===== src/rtl/core/char_histogram_ordered_query_macros.svh =====
// Assertion macros shared by the character histogram RTL.
`ifndef CHAR_HISTOGRAM_ORDERED_QUERY_MACROS_SVH
`define CHAR_HISTOGRAM_ORDERED_QUERY_MACROS_SVH

`ifndef ASSERT_OFF

// Property must hold at every rising clock edge outside reset.
`define CHOQ_ASSERT(lbl, ck, rn, prop, msg) \
	lbl: assert property (@(posedge ck) disable iff (!rn) prop) else $error(msg);

// Boolean condition must never be seen outside reset.
`define CHOQ_ASSERT_NEVER(lbl, ck, rn, cond, msg) \
	lbl: assert property (@(posedge ck) disable iff (!rn) not (cond)) else $error(msg);

`else

`define CHOQ_ASSERT(lbl, ck, rn, prop, msg)
`define CHOQ_ASSERT_NEVER(lbl, ck, rn, cond, msg)

`endif

`endif


===== src/rtl/core/choq_cnt_mem.sv =====
// Count memory: one write port, one read port with registered data.
module choq_cnt_mem #(
	parameter int DEPTH = 256,
	parameter int WIDTH = 17
) (
	input  logic                     clk,
	input  logic                     we,
	input  logic [$clog2(DEPTH)-1:0] waddr,
	input  logic [WIDTH-1:0]         wdata,
	input  logic [$clog2(DEPTH)-1:0] raddr,
	output logic [WIDTH-1:0]         rdata
);

	logic [WIDTH-1:0] mem [DEPTH];

	always_ff @(posedge clk) begin
		if (we) mem[waddr] <= wdata;
	end

	always_ff @(posedge clk) begin
		rdata <= mem[raddr];
	end

endmodule


===== config.mk =====
export PLATFORM = sky130hd
export DESIGN_NAME = choq_cnt_mem
export DESIGN_NICKNAME = d
export VERILOG_FILES = /design/src/rtl/core/char_histogram_ordered_query_macros.svh /design/src/rtl/core/choq_cnt_mem.sv
export SDC_FILE = /design/constraint.sdc
export NUM_CORES = 2
export LEC_CHECK = 0
export BUFFER_PORTS_ARGS = -buffer_cell sky130_fd_sc_hd__clkbuf_2
export CAP_MARGIN = 10
export CORE_UTILIZATION = 40
export CTS_CLUSTER_SIZE = 16
export DETAILED_ROUTE_END_ITERATION = 10
export GPL_TIMING_DRIVEN = 0
export SETUP_SLACK_MARGIN = 0.2
export SLEW_MARGIN = 5
export SYNTH_ARGS = -nofsm -noshare
export SYNTH_HDL_FRONTEND = slang
export SYNTH_MEMORY_MAX_BITS = 65536
export SYNTH_SLANG_ARGS = --single-unit

===== constraint.sdc =====
create_clock -name clk -period 6.6 [get_ports clk]
set_input_delay 1.32 -clock clk [delete_from_list [all_inputs] [get_ports clk]]
set_output_delay 1.32 -clock clk [all_outputs]
set_load 0.005 [all_outputs]

After elaboration in Yosys (flattened, before gate mapping)
Memories as Yosys holds them, arrays and structs flattened. A register that Yosys moved wholly into a read port is not among the register bits. Cells that the tools add are included.

Flip-flop bits (word level): 0. Latch bits: 0. RAM bits: 4352. Bits in read-only memories: 0. Input bits: 35. Output and inout port bits: 17. Word-level logic and storage cells: 3. Memories kept: 1.

Add/subtract/negate cells: 0. Multiply operators: 0. Div/mod/pow operators: 0. $lt $le $gt $ge: 0. Equal/unequal tests: 0. Shift operators: 0. Mux-type cells: 2. Bitwise gates (word level): 0. Reduce and logical (&&, ||, !) cells: 0.

Memories: mem (depth 256, width 17, read ports 1, clocked after memory_dff 1, write ports 1, line choq_cnt_mem.sv:14) `logic [WIDTH-1:0] mem [DEPTH];`.

Operators with widths (number): 1-bit two-way mux (2).

Longest topological paths before layout
Word-level depth: 2. Gate-level depth with buffers: 13. Depth with buffers taken out: 7.

Worst setup path after synthesis
No wires, ideal clock.

Path kind: input-to-reg. Start: input port waddr[3]. End: memory mem[235][0], enable pin. Library setup time: 391 ps. Data arrival time: 3138 ps. Data required time: 6209 ps. Path slack: 3072 ps. Cell stages on the path: 6. Buffers on the path: 3. Cell sequence: clkbuf_1 nor2b_1 clkbuf_1 nand4_1 clkbuf_1 nor2_1.

RTL lines: start, declared (line choq_cnt_mem.sv:8) `input logic [$clog2(DEPTH)-1:0] waddr,`; end, declared (line choq_cnt_mem.sv:14).

Straight into the memory's write port.

==> results.ini <==
[cells_and_area]
final_area_mm2=0.199
fillers=34200
post-route-util=0.471
multi_input_area_mm2=0.0366
seqCellArea_mm2=0.131
finalNetCount=8568
drive_gt1_frac=0.280
final_cell_mix=edfxtp_1 (4352), mux4_2 (897), mux2i_1 (509)
syn2layout_area_growth_pct=17.0
final_common_cell=edfxtp_1

[yosys]
syn_inst=7797
synth_cell_type_count=74
ys_seq_area_frac=0.772
yosys-top-cells-area=edfxtp_1 (77%), mux4_2 (12%), mux2i_1 (3.0%), nor2_1 (0.74%), mux4_1 (0.71%)
synth-seq-cells=4369
syn-mean-instance-area_um2=21.8
synth_fp_nets=7832
synth_area_mm2=0.170
synth_largest_area_cell=edfxtp_1
ys.flop_type=edfxtp_1
async_flop_share=0
yosys_warnings=0
synth_top_area_share=0.770
synth_edf_count=4352

[cts]
cts_made_buffers=444
cts_setup_buffers=0
cts_resized=0
cts-root-buf=clkbuf_16
cts_sinks=4369
path_clk_slew_ns=0.06
worstSkewPairLatency_ns=1.08
h-tree-depth=5
cts.path.max_buffers=4
cts_tree=built
holdBufCountCts=0

[worst_setup_path]
reg2reg_from=mem[123][2]
path_buf_inv=4
crit_slowest_cell=nor2_1
crit_cells=9
cp-startpoint=raddr[4]
start_kind=input port
critPathMostFrequentCell=clkbuf_1
critPathKind=in -> reg
cp_top_family=buffers and inverters
worst_path_largest_cell_delay_ns=1.12
cp_max_fo=10
cp_data_arrival_time_ns=7.53
end_kind=register
crit_chain=clkbuf_1 -> buf_4 -> clkbuf_1 -> clkbuf_2 -> o22ai_1 -> a22oi_1 -> nand4_1 -> nor2_1 -> and4_1
required_ns=7.53
reg2reg_depth=7

[floorplan]
fp.dieW_um=653
die_h_um=653
coreArea_mm2=0.421
io-pin-count=52
start_util=0.403
num_rows=238
die_area_mm2=0.427

[global_routing]
grt_pass1_wl_mm=878
grt_max_degree=146
grt_use_total=0.317
grt_overflow_total=0
first_global_vias=89100
antenna_found_initial=72

[place]
place_area_mm2=0.183
globalplace.congestion=0.999
place_ws_ns=-0.549
io_buffers=43
hpwl_mm=479

[job]
maxCapViolCount=2

[min_path]
hp-class=in -> reg
hp-start=wdata[13]
hold_depth=1

[pwr]
internal_power_w=0.0466
total_power_w=0.0607
switchingPower_w=0.0141
vdd_drop_max_mv=0.267
switching_share=0.233
power.leakage_nw=62.5
p_per_area_mw_per_mm2=306
power_frac_comb=0.066
seqPwrFrac=0.504
p_clk_frac=0.430

[sta]
rsz0062_at_grt=no
finalSetupViolations=0
timing.final.ws_setup_ns=0.00550
finalSetupTns_ns=0
finalCritPeriodShare=0.999
finalHoldViolations=0
clock_skew_ns=0.0726
slew_headroom=-0.00945
fmax_mhz=152
worst_pin_slew_ns=1.50
fin_crit_ns=6.59
slew_viol_final=2

[route]
wirelength_mm=685
via_per_inst=6.40
drtPass1Iterations=8
wl_per_cell_um=46.8
vias=93700
ant_nets=0
post-route-drc-count=0
drt_iter0_drc=16400

[run_status]
status=finished, violations left
violations=capacitance limit, slew limit

-- synthesized netlist by cell type (5+ instances only) --
library cell,number
a32oi_1,9
clkbuf_8,12
o221ai_1,134
nand3b_1,6
and4_1,6
nor4_1,14
buf_6,57
and3_1,8
a211oi_1,16
dfxtp_1,17
mux4_1,46
buf_12,44
nor3_1,109
o22ai_1,186
buf_8,30
nor2b_1,14
buf_2,95
mux2_2,20
nand3_1,65
clkbuf_1,150
a311oi_1,6
o21ai_0,42
o311ai_0,13
o22a_1,11
o311a_1,14
buf_1,38
nor2_1,333
or3_1,14
nand4_1,21
edfxtp_1,4352
o2111ai_1,5
nand2_1,216
buf_4,37
nor3b_1,5
a32o_1,5
a22oi_1,33
a21oi_1,108
a22o_1,13
a31oi_1,14
a221oi_1,5
mux4_2,897
o31ai_1,5
mux2i_1,509
-- layout make-up --
cell class / count / share of cell area
diodes: 74 / 0.000932
plain buffers: 466 / 0.0187
clock buffers: 512 / 0.0578
clock inverters: 322 / 0.0178
inverters: 5 / 0.0000945
multi-input cells: 2957 / 0.184
flip-flops and latches: 4369 / 0.660
well taps: 5640 / 0.0355
repair buffers: 290 / 0.0252
-- layer usage --
layer / part of all wire / global-route usage
met5: 0.00041 / 0
met4: 0.072 / 0.191
met3: 0.12 / 0.0946
met2: 0.44 / 0.473
met1: 0.36 / 0.410
-- worst reg2reg max path, cell delays in order (launching register included) --
cell and delay [ns]:
edfxtp_1 0.34, mux2i_1 0.07, o221ai_1 0.42, nor3_1 0.33
a211oi_1 1.02, and3_1 0.31, nand4_1 0.55, a311oi_1 0.74
-- path summary, 6_finish.rpt --
check                       to  slack [ns]
hold reg to reg      rdata[13]        1.24
setup / recovery      rdata[6]       0.005
setup reg to reg      rdata[2]        2.67
hold / removal    mem[121][13]        0.68
-- registers in the layout, indices dropped and copies added, names as in the netlist --
register,count
mem,4352
rdata,17
-- cell families after synthesis --
logic type | Yosys count | synth area share
multiplexers | 1472 | 0.158
flip-flops | 4369 | 0.772
AO/OA/AOI/OAI | 649 | 0.0271
AND/OR/NAND/NOR | 836 | 0.0219
buffers and inverters | 471 | 0.0214
-- per-stage QoR --
stage | instances | hold WS [ns]
6_report | 14600 | 0.676
5_1_grt | 14600 | 0.677
4_1_cts | 14600 | 0.633
3_5_place_dp | 13700 | 1.24
2_1_floorplan | 7797 | 0.867
3_3_place_gp | 13500 | 1.25
-- power by group through the flow --
stage	sequential [W]	clock, W	combinational (W)
2_1_floorplan	0.0312	0	0.00156
3_3_place_gp	0.0314	0	0.00369
3_5_place_dp	0.0312	0	0.00391
4_1_cts	0.0306	0.0261	0.00391
5_1_grt	0.0306	0.0271	0.00399
6_report	0.0306	0.0261	0.00403
Note: power is estimated with default switching activity, not from simulation.
