<file path="config.mk">
export PLATFORM = sky130hd
export DESIGN_NAME = choq_scan
export DESIGN_NICKNAME = d
export VERILOG_FILES = /design/src/rtl/core/char_histogram_ordered_query_macros.svh /design/src/rtl/core/choq_pkg.sv /design/src/rtl/core/choq_scan.sv
export SDC_FILE = /design/constraint.sdc
export NUM_CORES = 1
export LEC_CHECK = 0
export BUFFER_PORTS_ARGS = -buffer_cell sky130_fd_sc_hd__buf_2
export CORE_ASPECT_RATIO = 1.25
export CORE_MARGIN = 1.5
export CORE_UTILIZATION = 39
export DETAILED_ROUTE_END_ITERATION = 12
export MAX_ROUTING_LAYER = met4
export PLACE_DENSITY = 0.68
export SYNTH_ARGS = -nofsm -noshare
export SYNTH_HDL_FRONTEND = slang
export SYNTH_SLANG_ARGS = --single-unit
export TNS_END_PERCENT = 20
</file>
<file path="constraint.sdc">
create_clock -name vclk -period 3.6
set_input_delay 0 -clock vclk [all_inputs]
set_output_delay 0 -clock vclk [all_outputs]
set_load 0.01 [all_outputs]
</file>
<file path="src/rtl/core/char_histogram_ordered_query_macros.svh">
// Assertion macros shared by the character histogram RTL.
`ifndef CHAR_HISTOGRAM_ORDERED_QUERY_MACROS_SVH
`define CHAR_HISTOGRAM_ORDERED_QUERY_MACROS_SVH

`ifndef ASSERT_OFF

// Property must hold at every rising clock edge outside reset.
`define CHOQ_ASSERT(lbl, ck, rn, prop, msg) \
	lbl: assert property (@(posedge ck) disable iff (!rn) prop) else $error(msg);

// Boolean condition must never be seen outside reset.
`define CHOQ_ASSERT_NEVER(lbl, ck, rn, cond, msg) \
	lbl: assert property (@(posedge ck) disable iff (!rn) not (cond)) else $error(msg);

`else

`define CHOQ_ASSERT(lbl, ck, rn, prop, msg)
`define CHOQ_ASSERT_NEVER(lbl, ck, rn, cond, msg)

`endif

`endif

</file>
<file path="src/rtl/core/choq_pkg.sv">
// Types and constants of the character histogram with ordered seeks.
package choq_pkg;

	// fixed field widths
	localparam int ACT_W    = 2;
	localparam int CHAR_W   = 8;
	localparam int RCOUNT_W = 17;

	// presence bits are scanned one group of this many codes per cycle
	localparam int CHUNK_W = 16;
	localparam int OFF_W   = 4;

	typedef enum logic [ACT_W-1:0] {
		ACT_COUNT     = 2'd0,
		ACT_SEEK_UP   = 2'd1,
		ACT_SEEK_DOWN = 2'd2,
		ACT_CLEAR     = 2'd3
	} act_t;

	typedef enum logic [2:0] {
		ST_IDLE,
		ST_SCAN,
		ST_CNT_UPD,
		ST_SEEK_RD,
		ST_OUT
	} state_t;

	// control of the group scanner
	typedef struct packed {
		logic             down;   // search toward lower codes
		logic             first;  // first group: bound by the key offset
		logic [OFF_W-1:0] off;    // key offset inside the first group
	} scan_ctl_t;

endpackage

</file>
<file path="src/rtl/core/choq_scan.sv">
// Group scanner: finds the nearest set presence bit in one group of codes.
module choq_scan (
	input  logic [choq_pkg::CHUNK_W-1:0] bits,
	input  choq_pkg::scan_ctl_t          ctl,
	output logic                         hit,
	output logic [choq_pkg::OFF_W-1:0]   off
);

	logic [choq_pkg::CHUNK_W-1:0] masked;

	// drop codes on the wrong side of the key in the first group
	always_comb begin
		for (int i = 0; i < choq_pkg::CHUNK_W; i++) begin
			if (!ctl.first) begin
				masked[i] = bits[i];
			end else if (ctl.down) begin
				masked[i] = bits[i] && (choq_pkg::OFF_W'(i) <= ctl.off);
			end else begin
				masked[i] = bits[i] && (choq_pkg::OFF_W'(i) >= ctl.off);
			end
		end
	end

	// priority encode: lowest set bit going up, highest going down
	always_comb begin
		hit = |masked;
		off = '0;
		if (ctl.down) begin
			for (int i = 0; i < choq_pkg::CHUNK_W; i++) begin
				if (masked[i]) off = choq_pkg::OFF_W'(i);
			end
		end else begin
			for (int i = choq_pkg::CHUNK_W - 1; i >= 0; i--) begin
				if (masked[i]) off = choq_pkg::OFF_W'(i);
			end
		end
	end

endmodule

</file>
# Word level (Yosys, flattened, before mapping)
# Cells that the tools add are included.
# W data, S select, Z words.
# totals
register_bits,0
input_bits,22
word_cells,129
# op_classes
muxes,64
magnitude_cmp,32
reduce_logical,33
# op_table
cell,count
$mux W4,31
$mux W1,33
$ge A4 B4 Y1 const A,8
$le A4 B4 Y1 const A,8
$logic_and A1 B1 Y1,32
$ge A3 B4 Y1 const A,4
$le A3 B4 Y1 const A,4
$reduce_or A16 Y1,1
$ge A1 B4 Y1 const A,2
$ge A2 B4 Y1 const A,2
$le A1 B4 Y1 const A,2
$le A2 B4 Y1 const A,2

# Logic depth before layout (Yosys ltp)
# depth
word_depth,21
ltp_mapped,8
mapped_depth_nobuf,6

# Worst setup path after synthesis
# OpenSTA, ideal clock, no wires.
# synth_path
path_kind,input to output
from,in ctl[2] (netlist bit)
to,out off[3] (netlist bit)
path_slack_ps,2244
stages,7
n_path_buf,1
arrival_time_ps,1356
path_cell_list,buf_2 or4_4 o21ai_2 o211ai_1 a21oi_1 and2b_1 a2bb2oi_2
# synth_between
elab_chain_len,21
word_cells_on_any_way,126
# synth_rtl
item,line,source
start: declaration,choq_scan.sv:4,"input choq_pkg::scan_ctl_t ctl,"
$ge A4 B4 Y1 / $le A4 B4 Y1 (equally long branches),"choq_scan.sv:19, choq_scan.sv:17",
"$logic_and A1 B1 Y1, on equally long branches","choq_scan.sv:19, choq_scan.sv:17",
$mux W1,choq_scan.sv:16,end else if (ctl.down) begin
$mux W1,choq_scan.sv:14,if (!ctl.first) begin
$mux W4 (16 in a row),choq_scan.sv:34,if (masked[i]) off = choq_pkg::OFF_W'(i);
$mux W4 *,choq_scan.sv:28,if (ctl.down) begin
end: declaration,choq_scan.sv:6,output logic [choq_pkg::OFF_W-1:0] off
# Mark *: on every way between the ends. The rest lies on a longest branch, timed or not.

# Worst setup path after layout
# layout_path
from,in ctl[5] (netlist bit)
to,out off[1] (netlist bit)
# layout_between
elab_chain_len,19
word_cells_on_any_way,63
# layout_rtl
item,line
$mux W1,choq_scan.sv:16
$mux W1,choq_scan.sv:14
$mux W4 (16 in a row),choq_scan.sv:34
$mux W4 *,choq_scan.sv:28
# Marked as above.

==> metrics <==
I/O Buffers 27; Via Count ~1,100; Total Routing Usage GR 22.3%; Core Region about 2000 um^2; worst path arrival time approximately 1800 ps; largest net degree at the start of global routing 23; I/O pin cnt 27; post-route minimum period 1800 ps; Mapped Area 820 um^2; Antenna Nets Post-Route 0; # setup viols final 0; XOR/XNOR Fraction of Synth Area 0%; width of the die between 40 and 50 um; post-synthesis adder-cell area fraction 0%; share of cells above drive strength 1 27.5%; total nets after synthesis approximately 150; Max VDD drop ~50 uV; Synth Instances roughly 130; max-cap viol count 0; hold buffer count at cts 0; first-pass GRT wire length 4.11 mm; initial DRC count 55; fmax 557 MHz; Final #Nets between 150 and 200; sequential cell count 0; sequential area share after synthesis 0%; vias in the first global route ~920; HPWL after DPL 1.93 mm; WL/cell about 15 um; crit share post-route between 40% and 50%; Die Ht 54.3 um; mean post-synth cell area between 6 and 7 um^2; largest family of logic cells by synthesized area compound AO/OA/AOI/OAI gates; Core Rows 18; unrepaired setup endpoints after global routing false; initial antenna violation count 0; hold crit path type primary input to output port; routed vias/inst 6.80; hold slack between 400 and 500 ps; multiplexer area fraction after synthesis 0%; Worst slew margin a little over three fifths; Initial Util 41.4%; worst endpoint required time 3600 ps; critical path type primary input to output port; simple-gate share of the synthesized area 29.0%; DRT Pass-1 Iters 4; DIE AREA around 2400 um^2; clkbuf count 0; PD cells 133 nW/um^2; Overflow after GRT 0; storage element area 0 um^2; number of remaining DRC errors 0; worst slew pin tran 551 ps; Hold Violations, Final 0; setup bufs post-CTS 0; setup TNS 0 ps; status complete, no violations; post-cts sizing count 0; ant diodes 0; area overhead of the layout relative to synthesis 11.0%; WL final 2.47 mm; Yosys warnings 0; Synth Area in Compound Gates 59.2%; Worst Path Max Fanout 22; count of cell types in the netlist 43; leakage 0.369 nW; element type at the critical path end output port; Worst Setup Start Kind primary input; routability cong. 0.945; Slew Viols, Final 0
## metal layers
layer | vias up | part of all wire (%) | global-route usage (%) | routed length (um)
li1 | 530 | - | - | -
met2 | 47 | 50 | 39.2 | 1230
met5 | - | 0 | - | 0
met1 | 520 | 43 | 28.6 | 1070
met3 | 4 | 5.1 | 0.330 | 126
met4 | 0 | 1.5 | 4.55 | 36
## path summary, 6_finish.rpt
path | start | to | depth (start not counted)
max | ctl[5] | off[1] | 8
min | bits[11] | hit | 5
## per-stage QoR
stage | total power [W] | instance area, um^2 | setup WS, ps | util (%) | std cells
after floorplan | 0.0000886 | 820 | 2240 | - | 125
after global placement | 0.000117 | 910 | 1880 | 45.9 | 162
after detailed placement | 0.000119 | 910 | 1820 | 45.9 | 162
after CTS | 0.000119 | 910 | 1820 | 45.9 | 162
after global routing | 0.000134 | 910 | 1610 | 45.9 | 162
final | 0.000121 | 910 | 1800 | 45.9 | 162
## layout by cell type (no fill, tap or decap), drive strengths merged
cell and n:
a211o 1, a211oi 2, a21boi 2, a21oi 12
a221o 2, a22oi 2, a2bb2oi 1, a31oi 1
a41oi 1, and2 4, and2b 1, and3 2
and4b 1, buf 27, inv 7, nand2 11
nand2b 1, nand3 2, nand3b 2, nand4 1
nor2 8, nor2b 2, nor3 4, nor4 2
o211a 1, o211ai 8, o21a 3, o21ai 14
o221a 2, o221ai 10, o2bb2ai 1, o311a 1
o31a 1, or2 1, or4 1
## synthesized netlist by cell type (all sizes together)
library cell / instances / area [um^2]
a211o: 1 / 8.76
a211oi: 2 / 15.0
a21boi: 2 / 15.0
a21oi: 12 / 67.6
a221o: 2 / 20.0
a22oi: 2 / 15.0
a2bb2oi: 1 / 15.0
a31oi: 1 / 6.26
a41oi: 1 / 8.76
and2: 4 / 25.0
and2b: 1 / 7.51
and3: 2 / 12.5
and4b: 1 / 10.0
buf: 10 / 70.1
inv: 7 / 26.3
nand2: 11 / 41.3
nand2b: 1 / 6.26
nand3: 2 / 10.0
nand3b: 2 / 18.8
nand4: 1 / 6.26
nor2: 8 / 30.0
nor2b: 2 / 20.0
nor3: 4 / 20.0
nor4: 2 / 12.5
o211a: 1 / 10.0
o211ai: 8 / 60.1
o21a: 3 / 22.5
o21ai: 14 / 77.6
o221a: 2 / 22.5
o221ai: 10 / 93.8
o2bb2ai: 1 / 8.76
o311a: 1 / 10.0
o31a: 1 / 8.76
or2: 1 / 6.26
or4: 1 / 11.3
## worst max-delay path, cell delays in order
cell and delay (ps):
buf_2 320, nand2b_1 340, nor3_1 80, a211oi_1 500, and3_1 250, o21ai_1 60, o211ai_1 90, buf_2 150
## layout make-up
cell class,instances,area (um^2)
fill,233,1070
multi-input combinational,108,723
timing repair buffer,27,135
inverter,7,26.3
tap,20,25.0
## power by group
group          switching [W]  total, W  internal (W)
Clock                      0         0             0
Sequential                 0         0             0
Combinational      0.0000729  0.000121     0.0000478
Total              0.0000729  0.000121     0.0000478
## cell families after synthesis
group / count (synthesis)
AND/OR/NAND/NOR: 43
AO/OA/AOI/OAI: 65
buffers and inverters: 17
Note: power is estimated with default switching activity, not from simulation.
